**src/sv/aabb_frustum_cull_defines.svh**
```systemverilog
// Assertion macros for the frustum culling RTL.
`ifndef AABB_FRUSTUM_CULL_DEFINES_SVH
`define AABB_FRUSTUM_CULL_DEFINES_SVH

`ifndef ASSERT_OFF
`define AFC_ASSERT(lbl, prop, msg) \
    lbl: assert property (@(posedge i_clk) disable iff (!i_rst_n) (prop)) else $error(msg);
`define AFC_ASSERT_NXT(lbl, ante, cons, msg) \
    lbl: assert property (@(posedge i_clk) disable iff (!i_rst_n) (ante) |=> (cons)) \
        else $error(msg);
`else
`define AFC_ASSERT(lbl, prop, msg)
`define AFC_ASSERT_NXT(lbl, ante, cons, msg)
`endif

`endif

```
**src/sv/afc_pkg.sv**
```systemverilog
// Shared types, widths and plane table for the frustum culling block.
`default_nettype none

package afc_pkg;

    localparam int COEF_BITS  = 32;
    localparam int COORD_BITS = 13;
    localparam int IDX_BITS   = 4;
    localparam int NUM_COLS   = 4;
    localparam int NUM_PLANES = 5;
    localparam int HALF_EDGE  = 8;

    localparam int NW = COEF_BITS + 1;   // plane coefficient
    localparam int MW = COORD_BITS + 1;  // box center coordinate
    localparam int PW = NW + MW;         // one product
    localparam int EW = NW + 6;          // d + 8*(|nx|+|ny|+|nz|)
    localparam int AW = PW + 2;          // full plane sum

    localparam int IN_FIELDS_W = IDX_BITS + COEF_BITS + 3 * COORD_BITS;
    localparam int IN_DATA_W   = ((IN_FIELDS_W + 7) / 8) * 8;
    localparam int OUT_DATA_W  = 8;

    localparam logic [1:0] ROW_W = 2'd3;

    typedef enum logic {
        FUNC_LOAD = 1'b0,
        FUNC_TEST = 1'b1
    } t_func;

    typedef struct packed {
        logic                         vld;
        t_func                        func;
        logic [IDX_BITS-1:0]          idx;
        logic signed [COEF_BITS-1:0]  val;
        logic signed [MW-1:0]         mid_x;
        logic signed [MW-1:0]         mid_y;
        logic signed [MW-1:0]         mid_z;
        logic                         vis;
    } t_item;

    // left, right, bottom, top, near: row combined with row 3, and add/sub
    localparam logic [1:0] PLANE_ROW [NUM_PLANES] = '{2'd0, 2'd0, 2'd1, 2'd1, 2'd2};
    localparam logic       PLANE_SUB [NUM_PLANES] = '{1'b0, 1'b1, 1'b0, 1'b1, 1'b0};

endpackage

`default_nettype wire

```
**src/sv/afc_skid.sv**
```systemverilog
// Output register with one skid entry; parts the result side from the cells.
`default_nettype none

`include "aabb_frustum_cull_defines.svh"

module afc_skid (
    input  wire logic i_clk,
    input  wire logic i_rst_n,
    input  wire logic i_push,
    input  wire logic i_vis,
    input  wire logic i_tready,
    output logic      o_tvalid,
    output logic      o_vis,
    output logic      o_ready
);
    import afc_pkg::*;

    logic r_out_vld, r_out;
    logic r_skid_vld, r_skid;

    always_ff @(posedge i_clk) begin
        if (!i_rst_n) begin
            r_out_vld  <= 1'b0;
            r_skid_vld <= 1'b0;
        end else if (!r_out_vld || i_tready) begin
            if (r_skid_vld) begin
                r_out_vld  <= 1'b1;
                r_skid_vld <= 1'b0;
            end else begin
                r_out_vld <= i_push;
            end
        end else if (i_push) begin
            r_skid_vld <= 1'b1;
        end
    end

    always_ff @(posedge i_clk) begin
        if (!r_out_vld || i_tready) begin
            r_out <= r_skid_vld ? r_skid : i_vis;
        end else if (i_push) begin
            r_skid <= i_vis;
        end
    end

    assign o_tvalid = r_out_vld;
    assign o_vis    = r_out;
    assign o_ready  = !r_skid_vld;

    `AFC_ASSERT(a_skid_behind_out, !r_skid_vld || r_out_vld, "skid full with output empty")
    `AFC_ASSERT(a_skid_fill_cause, !$rose(r_skid_vld) || $past(r_out_vld && !i_tready && i_push), "skid filled without a stalled push")
    `AFC_ASSERT_NXT(a_stall_to_skid, i_push && r_out_vld && !i_tready, r_skid_vld, "stalled result lost")

endmodule

`default_nettype wire

```
**config.mk**
```make
export PLATFORM = sky130hd
export DESIGN_NAME = afc_skid
export DESIGN_NICKNAME = d
export VERILOG_FILES = /design/src/sv/afc_pkg.sv /design/src/sv/afc_skid.sv
export VERILOG_INCLUDE_DIRS = /design/src /design/src/sv
export SDC_FILE = /design/constraint.sdc
export NUM_CORES = 1
export LEC_CHECK = 0
export ABC_AREA = 1
export BUFFER_PORTS_ARGS = -buffer_cell sky130_fd_sc_hd__buf_2
export CAP_MARGIN = 10
export CORE_AREA = 2 2 39 41
export CTS_BUF_LIST = sky130_fd_sc_hd__clkbuf_4 sky130_fd_sc_hd__clkbuf_8 sky130_fd_sc_hd__clkbuf_16
export CTS_CLUSTER_DIAMETER = 50
export CTS_CLUSTER_SIZE = 14
export DETAILED_ROUTE_END_ITERATION = 16
export DIE_AREA = 0 0 41 43
export PLACE_DENSITY = 0.35
export SYNTH_ARGS = -nofsm -noshare
export SYNTH_HDL_FRONTEND = slang
export SYNTH_SLANG_ARGS = --single-unit
```
**constraint.sdc**
```tcl
create_clock -name i_clk -period 2.2 [get_ports i_clk]
set_input_delay 0.66 -clock i_clk [delete_from_list [all_inputs] [get_ports i_clk]]
set_output_delay 0.66 -clock i_clk [all_outputs]
set_load 0.01 [all_outputs]
```
==> summary.txt <==
GRT
  • Grt total ovfl: 0
  • Met3 usage: around 7.9%
  • Number of global-route vias before repair: 117
  • Global Route Usage Sum: roughly 5.0%
  • GRT met2 Usage: 4.38%
  • Initial antenna violation count: 0
  • First-pass GRT wire length: about 440 µm
  • Largest net degree at the start of global routing: 5
  • Grt peak-use layer: met3
  • Met1 Use GR: 3.88%

Synth
  • Post-synth cell types: 7
  • Post-synth design cell area: 151 µm²
  • Ranking of synthesized cells by area: edfxtp_1 40%, dfxtp_1 26%, nand2_1 12%, inv_1 7.4%, nor2_1 7.4%
  • Area share of the leading cell type in the synthesized netlist: between 30 and 40%
  • FF+latch count, synth: 4
  • Most common flop cell mapped by yosys: edfxtp_1
  • Post-synth top cells: 5 x nand2_1, 3 x inv_1, 3 x nor2_1
  • Most frequent cell after synthesis: nand2_1
  • Warnings from Yosys: 0
  • Syn_area_per_cell: 8.91 µm²
  • EDFF count, synth: 2
  • Asr flop ratio synth: 0%
  • Post-synthesis sequential area ratio: between 60% and 70%
  • Cells after synthesis: 17
  • Yosys top cell by area: edfxtp_1
  • Syn nets: 22

CTS
  • Post-cts sizing count: 0
  • TritonCTS buffer count: 3
  • CTS tree: built
  • Post-CTS Hold Buffers: 0
  • H-tree depth: 1
  • Root Buffer: clkbuf_4
  • Clock Pin Slew Worst Setup and Hold Paths: 0.03 ns
  • Worst skew pair latency: approximately 0.24 ns
  • Clk sink count: 4
  • Max Root-Sink Buffers: 2
  • Post-CTS Setup Bufs: 0

STA
  • Maximum clock rate: 680 MHz
  • Worst Clk Skew: 0.0117 ns
  • RSZ-0062 raised after global routing: false
  • Worst Tran Pin Value: between 0.1 and 0.15 ns
  • Final Hold Vio Count: 0
  • Crit share post-route: 66.9%
  • Fin crit period: 1.47 ns
  • Max Slew Vio Count: 0
  • Final setup fails: 0
  • Worst slew margin: 90.3%
  • Post-route setup TNS: 0 ns

Routing
  • Final WL: 307 µm
  • Wire per inst: 6.98 µm
  • Antenna Violating Nets Remaining: 0
  • DR DRC count: 0
  • DR iter-0 viols: 2
  • Vias/cell: between 3 and 4
  • Drt first pass iters: 3
  • Routed via count: 141

Hold path
  • HP Start: o_tvalid
  • Hold depth: 2
  • Hold Crit Class: flop to flop
  • WHS Endpoint: r_skid_vld

Die
  • Die Ht: around 43 µm
  • Die area: approximately 0.0018 mm²
  • FP Rows: 14
  • I/O Pins: 8
  • Initial Util: 10.9%
  • Core Area: 0.00138 mm²
  • Chip width: 41 µm

Placement
  • DP Cell Count: 40
  • Placer's final routability congestion estimate: 0.631
  • # port buffers: 7

Critical path
  • CP Max Fanout: 4
  • CP Launch Type: flop
  • Kind of critical path: flop to primary output
  • CP Capture Type: primary output
  • Worst Path Required: approximately 1.5 ns
  • Critical path's slowest cell: dfxtp_1
  • RR Startpoint: o_tvalid
  • RR Endpoint: r_skid
  • Crit path cell chain: inv_1 > buf_2
  • Reg-to-reg slack, setup: 1.40 ns
  • WP data arrival: between 0.8 and 0.9 ns
  • Cells on worst reg2reg path: 2
  • Crit path largest cell delay: between 0.3 and 0.4 ns

Flow run
  • Max cap viols: 0

Pwr
  • Leak: roughly 0.12 nW
  • Pwr dens: 895 mW/mm²
  • Max VDD drop: around 0.30 mV

Final layout
  • Post-route insts no fill: 44
  • Layout area overhead: 56.2%
  • # diodes: 0
  • Ratio of cells with drive above 1 in the final layout: 39.3%
  • Final Net Count: 34

Outcome
  • Status: complete, no violations
layout by cell type (no fill, tap or decap):
| master | netlist | final |
|---|---|---|
| buf_2 | 0 | 7 |
| dfxtp_1 | 2 | 2 |
| edfxtp_1 | 2 | 2 |
| o21ai_1 | 1 | 1 |
| inv_1 | 3 | 3 |
| clkbuf_4 | 0 | 4 |
| nand3_1 | 1 | 1 |
| nand2_1 | 5 | 5 |
| nor2_1 | 3 | 3 |
through the flow:
stage	cell area [µm²]	setup slack, ns	util [%]	hold slack (ns)	power (W)
detailed placement	206	0.913	14.9	0.499	0.000101
CTS	236	0.712	17.1	0.504	0.000218
global placement	206	0.910	14.9	0.490	0.000101
finish	236	0.729	17.1	0.503	0.000212
floorplan	151	1.05	-	0.476	0.0000928
global route	236	0.649	17.1	0.521	0.000228
state kept, by name, summed over array words and instances, names as in the netlist:
name        flops
o_tvalid        1
o_vis           1
r_skid          1
r_skid_vld      1
where the power goes:
group          switching [W]  internal, W   total, W
registers         0.00000195    0.0000831  0.0000850
logic             0.00000803   0.00000694  0.0000150
clock network      0.0000313    0.0000804   0.000112
cell families (layout without fill, tap and decap cells):
logic type	Yosys count	after routing	share of synthesized area (%)
AND/OR/NAND/NOR	9	9	23.1
flip-flops	4	4	66.1
buffers and inverters	3	14	7.44
AO/OA/AOI/OAI	1	1	3.30
worst max-delay path: cells and delay by family (launching register included):
family | cells | cell delay [ns]
buffers and inverters | 2 | 0.21
flip-flops | 1 | 0.37
worst max-delay path by stage:
stage	from	slack, ns	depth (start not counted)	end
after global routing	r_skid_vld	0.65	2	o_ready
after global placement	i_tready	0.91	4	r_skid
after floorplan	i_tready	1.05	3	r_skid
after detailed placement	i_tready	0.91	4	r_skid
final	r_skid_vld	0.73	2	o_ready
after CTS	r_skid_vld	0.71	2	o_ready
layout make-up:
cell class                      instances  area (µm²)
Inverter                                3        11.3
Sequential cell                         4         100
Multi-Input combinational cell         10        40.0
Fill cell                             162        1150
Clock buffer                            4        30.0
Timing Repair Buffer                    7        35.0
Tap cell                               16        20.0
layer usage:
metal,part of all wire (%),vias up,routed length [µm]
met4,0,0,0
met2,37,8,114
met3,19,0,58
met1,44,58,134
met5,0,-,0
li1,-,75,-
(Power assumes the default switching activity.)
