$ cat src/sv/aabb_frustum_cull_defines.svh
// Assertion macros for the frustum culling RTL.
`ifndef AABB_FRUSTUM_CULL_DEFINES_SVH
`define AABB_FRUSTUM_CULL_DEFINES_SVH

`ifndef ASSERT_OFF
`define AFC_ASSERT(lbl, prop, msg) \
    lbl: assert property (@(posedge i_clk) disable iff (!i_rst_n) (prop)) else $error(msg);
`define AFC_ASSERT_NXT(lbl, ante, cons, msg) \
    lbl: assert property (@(posedge i_clk) disable iff (!i_rst_n) (ante) |=> (cons)) \
        else $error(msg);
`else
`define AFC_ASSERT(lbl, prop, msg)
`define AFC_ASSERT_NXT(lbl, ante, cons, msg)
`endif

`endif

$ cat src/sv/afc_pkg.sv
// Shared types, widths and plane table for the frustum culling block.
`default_nettype none

package afc_pkg;

    localparam int COEF_BITS  = 32;
    localparam int COORD_BITS = 13;
    localparam int IDX_BITS   = 4;
    localparam int NUM_COLS   = 4;
    localparam int NUM_PLANES = 5;
    localparam int HALF_EDGE  = 8;

    localparam int NW = COEF_BITS + 1;   // plane coefficient
    localparam int MW = COORD_BITS + 1;  // box center coordinate
    localparam int PW = NW + MW;         // one product
    localparam int EW = NW + 6;          // d + 8*(|nx|+|ny|+|nz|)
    localparam int AW = PW + 2;          // full plane sum

    localparam int IN_FIELDS_W = IDX_BITS + COEF_BITS + 3 * COORD_BITS;
    localparam int IN_DATA_W   = ((IN_FIELDS_W + 7) / 8) * 8;
    localparam int OUT_DATA_W  = 8;

    localparam logic [1:0] ROW_W = 2'd3;

    typedef enum logic {
        FUNC_LOAD = 1'b0,
        FUNC_TEST = 1'b1
    } t_func;

    typedef struct packed {
        logic                         vld;
        t_func                        func;
        logic [IDX_BITS-1:0]          idx;
        logic signed [COEF_BITS-1:0]  val;
        logic signed [MW-1:0]         mid_x;
        logic signed [MW-1:0]         mid_y;
        logic signed [MW-1:0]         mid_z;
        logic                         vis;
    } t_item;

    // left, right, bottom, top, near: row combined with row 3, and add/sub
    localparam logic [1:0] PLANE_ROW [NUM_PLANES] = '{2'd0, 2'd0, 2'd1, 2'd1, 2'd2};
    localparam logic       PLANE_SUB [NUM_PLANES] = '{1'b0, 1'b1, 1'b0, 1'b1, 1'b0};

endpackage

`default_nettype wire

$ cat src/sv/afc_cell.sv
// One plane cell: keeps its matrix entries, tests a box against its plane.
`default_nettype none

module afc_cell (
    input  wire logic           i_clk,
    input  wire logic           i_rst_n,
    input  wire logic           i_en,
    input  wire logic [1:0]     i_row_k,
    input  wire logic           i_sub,
    input  wire afc_pkg::t_item i_item,
    output afc_pkg::t_item      o_item
);
    import afc_pkg::*;

    logic signed [COEF_BITS-1:0] r_hi [NUM_COLS];  // m(c,3)
    logic signed [COEF_BITS-1:0] r_lo [NUM_COLS];  // m(c,k)

    t_item r_it1, r_it2, r_it3;
    t_item n_it3;

    logic signed [NW-1:0] n_n [NUM_COLS];
    logic signed [NW-1:0] r_n [NUM_COLS];

    logic signed [PW-1:0] n_p [3];
    logic signed [PW-1:0] r_p [3];
    logic [NW-1:0]        w_abs [3];
    logic [NW+1:0]        w_abs_sum;
    logic signed [EW-1:0] n_ext;
    logic signed [EW-1:0] r_ext;
    logic signed [AW-1:0] w_acc;

    // entry copies; a load updates them when it passes through this cell
    always_ff @(posedge i_clk) begin
        if (i_en && i_item.vld && i_item.func == FUNC_LOAD) begin
            if (i_item.idx[1:0] == ROW_W) begin
                r_hi[i_item.idx[3:2]] <= i_item.val;
            end
            if (i_item.idx[1:0] == i_row_k) begin
                r_lo[i_item.idx[3:2]] <= i_item.val;
            end
        end
    end

    // stage 1: plane coefficients
    always_comb begin
        for (int c = 0; c < NUM_COLS; c++) begin
            if (i_sub) begin
                n_n[c] = {r_hi[c][COEF_BITS-1], r_hi[c]} - {r_lo[c][COEF_BITS-1], r_lo[c]};
            end else begin
                n_n[c] = {r_hi[c][COEF_BITS-1], r_hi[c]} + {r_lo[c][COEF_BITS-1], r_lo[c]};
            end
        end
    end

    // stage 2: products and box extent
    always_comb begin
        n_p[0] = r_n[0] * r_it1.mid_x;
        n_p[1] = r_n[1] * r_it1.mid_y;
        n_p[2] = r_n[2] * r_it1.mid_z;
        for (int c = 0; c < 3; c++) begin
            w_abs[c] = r_n[c][NW-1] ? NW'(-r_n[c]) : NW'(r_n[c]);
        end
        w_abs_sum = (NW+2)'(w_abs[0]) + (NW+2)'(w_abs[1]) + (NW+2)'(w_abs[2]);
        n_ext = $signed({1'b0, w_abs_sum, 3'b000}) + EW'(r_n[3]);
    end

    // stage 3: sign of the plane sum
    always_comb begin
        w_acc = AW'(r_p[0]) + AW'(r_p[1]) + AW'(r_p[2]) + AW'(r_ext);
        n_it3 = r_it2;
        if (r_it2.func == FUNC_TEST && w_acc[AW-1]) begin
            n_it3.vis = 1'b0;
        end
    end

    always_ff @(posedge i_clk) begin
        if (!i_rst_n) begin
            r_it1.vld <= 1'b0;
            r_it2.vld <= 1'b0;
            r_it3.vld <= 1'b0;
        end else if (i_en) begin
            r_it1 <= i_item;
            r_it2 <= r_it1;
            r_it3 <= n_it3;
        end
    end

    always_ff @(posedge i_clk) begin
        if (i_en) begin
            r_n   <= n_n;
            r_p   <= n_p;
            r_ext <= n_ext;
        end
    end

    assign o_item = r_it3;

endmodule

`default_nettype wire

$ cat config.mk
export PLATFORM = sky130hd
export DESIGN_NAME = afc_cell
export DESIGN_NICKNAME = d
export VERILOG_FILES = /design/src/sv/aabb_frustum_cull_defines.svh /design/src/sv/afc_pkg.sv /design/src/sv/afc_cell.sv
export SDC_FILE = /design/constraint.sdc
export NUM_CORES = 2
export LEC_CHECK = 0
export BUFFER_PORTS_ARGS = -buffer_cell sky130_fd_sc_hd__buf_2
export CAP_MARGIN = 20
export CORE_AREA = 3 3 428 430
export DETAILED_ROUTE_END_ITERATION = 12
export DIE_AREA = 0 0 431 433
export PLACE_DENSITY = 0.65
export SLEW_MARGIN = 20
export SYNTH_ARGS = -nofsm -noshare
export SYNTH_HDL_FRONTEND = slang
export SYNTH_SLANG_ARGS = --single-unit
export TNS_END_PERCENT = 20
$ cat constraint.sdc
create_clock -name i_clk -period 17 [get_ports i_clk]
set_clock_uncertainty 0.1 [all_clocks]
set_input_delay 4.25 -clock i_clk [delete_from_list [all_inputs] [get_ports i_clk]]
set_output_delay 4.25 -clock i_clk [all_outputs]
set_load 0.01 [all_outputs]
==> flow_metrics.tcl <==
set metrics [dict create \
    grt_pass1_wl_microns 360000 \
    wire_per_inst_microns 20.6 \
    slew_headroom_pct 19.6 \
    seqCellArea_sq_um 24300 \
    hpwl_microns 179000 \
    status "finished clean" \
    slew_viol_final 0 \
    syn_inst 8557 \
    gp_congestion 0.938 \
    drive_gt1_share_pct 5.61 \
    yosys_warnings 0 \
    grt_usage_pct 25.0 \
    worstHoldPathType "reg2reg" \
    clk_latency_ns 0.75 \
    die-area_sq_um 187000 \
    yosysSeqAreaShare_pct 27.2 \
    finalWirelength_microns 227000 \
    cp_num_buf_inv 7 \
    layout_commonest_cell "inv_1" \
    root_buffer "clkbuf_16" \
    fin_crit_ns 8.60 \
    clock.fmax_ghz 0.116 \
    clockBufferDepth 3 \
    multiInputGateArea_sq_um 58200 \
    cts_setup_buffers 0 \
    io_buffers 167 \
    cp-end-kind "flip-flop" \
    slowest_stage "a2111oi_0" \
    initial_core_util_pct 49.7 \
    setup_viol 0 \
    avgSynthCellArea_sq_um 10.5 \
    clk_pin_slew_ns 0.06 \
    cp_max_fo 19 \
    h-tree-depth 3 \
    rsz0062_at_grt "false" \
    antenna_found_initial 16 \
    cp_top_family "adder cells" \
    grt_pass1_vias 63100 \
    cts_resized 0 \
    via_per_inst 5.46 \
    placeableCoreArea_sq_um 180000 \
    final-hold-violation-count 0 \
    setup-tns-final_ns 0 \
    fillers 15800 \
    tightest_slew_ns 1.18 \
    synth_nets 10600 \
    yosys_register_bits 811 \
    cp.arrival_ns 8.99 \
    ios 168 \
    place_area_sq_um 93000 \
    drc 0 \
    gr-total-overflow 0 \
    start_kind "flip-flop" \
    num_vias 60400 \
    final_util_pct 53.5 \
    syn_area_sq_um 89600 \
    drt-initial-drc-count 4515 \
    first_pass_iters 6 \
    ys_types 77 \
    async_flop_share_pct 0 \
    die_w_microns 431 \
    required_ns 17.38 \
    design_area_sq_um 96500 \
    mostFrequentLayoutCells "1,554 x inv_1, 1,402 x fa_1, 808 x edfxtp_1, 800 x nand2_1, 690 x and2_1" \
    die_h_microns 433 \
    synth_ff_type "edfxtp_1" \
    fin_nets 10700 \
    setup.worst_path.class "reg2reg" \
    synth-edff-count 808 \
    maxCapViolCount 0 \
    final_antenna_net_count 0 \
    rows 156 \
    hold_buffers 0 \
    fin_crit_sh_pct 50.6 \
    grt_max_degree 74 \
    cts_tree "done" \
    numCtsBuffers 95 \
    max_stage_delay_ns 0.82 \
    synthToLayoutAreaGrowth_pct 7.69 \
    cts_num_sinks 811 \
]
## through the flow
step / hold slack (ns) / setup slack [ns] / std cells
global placement: 0.300 / 8.10 / 10900
CTS: 0.311 / 8.26 / 11100
global route: 0.314 / 7.74 / 11100
floorplan: 0.300 / 6.59 / 8557
detailed placement: 0.305 / 8.09 / 10900
finish: 0.312 / 8.40 / 11100
## cell type report
type / count / share of cell area (%)
antenna: 3 / 0.00778
clock buffer: 111 / 2.57
clock inverter: 67 / 0.902
inverter: 1556 / 6.06
multi-input combinational: 5855 / 60.3
sequential: 811 / 25.2
tap: 2370 / 3.07
timing repair buffer: 284 / 1.87
## metal layers
metal	part of all wire, %	vias up	global-route usage, %
li1	-	27400	-
met1	43	30700	34.7
met2	47	1912	40.3
met3	6.3	362	3.53
met4	4.0	0	8.77
met5	0	-	0
## synthesized netlist by cell type (all sizes together), types with 47 or more instances
library cell / number / area share (%)
xor2: 169 / 1.7
a21oi: 341 / 1.9
nor3: 72 / 0.40
nor2: 346 / 1.4
clkbuf: 327 / 1.4
edfxtp: 808 / 27
o21ai: 197 / 1.1
nand3: 55 / 0.31
xnor2: 363 / 3.5
nand2b: 53 / 0.37
inv: 1555 / 6.5
ha: 565 / 7.9
a21o: 180 / 1.5
nand2: 800 / 3.4
o21a: 47 / 0.39
fa: 1402 / 31
and2: 691 / 4.8
## path summary, 6_finish.rpt
| path | start | end | slack, ns | cells after the start |
|---|---|---|---|---|
| max | r_n[71]$_DFFE_PP_ | r_p[93]$_DFFE_PP_ | 8.40 | 25 |
| min | n_it3[46]$_DFFE_PP_ | o_item[46]$_DFFE_PP_ | 0.31 | 0 |
| max reg2reg | r_n[71]$_DFFE_PP_ | r_p[93]$_DFFE_PP_ | 8.40 | 25 |
| min reg2reg | n_it3[46]$_DFFE_PP_ | o_item[46]$_DFFE_PP_ | 0.31 | 0 |
## cell families (layout without fill, tap and decap cells)
kind of cell    after synthesis  count (layout)  share of synthesized area (%)
compound gates             1074            1074                           7.70
flops                       811             811                           27.2
buf+inv                    1891            2018                           7.93
simple gates               2269            2269                           12.6
other cells                   0               3                              0
xor+xnor                    532             532                           5.20
mux                          13              13                          0.145
fa+ha+maj                  1967            1967                           39.2
## flip-flops by register name, summed over array words and instances, names as in the netlist
name	flops
r_it2	1
r_it1	81
r_ext	39
r_hi	128
r_n	132
r_p	141
n_it3	80
r_lo	128
o_item	81
Power is left out: the tool's default activity adds up to more than one toggle a clock period on the data nets, which glitch-free logic cannot reach.
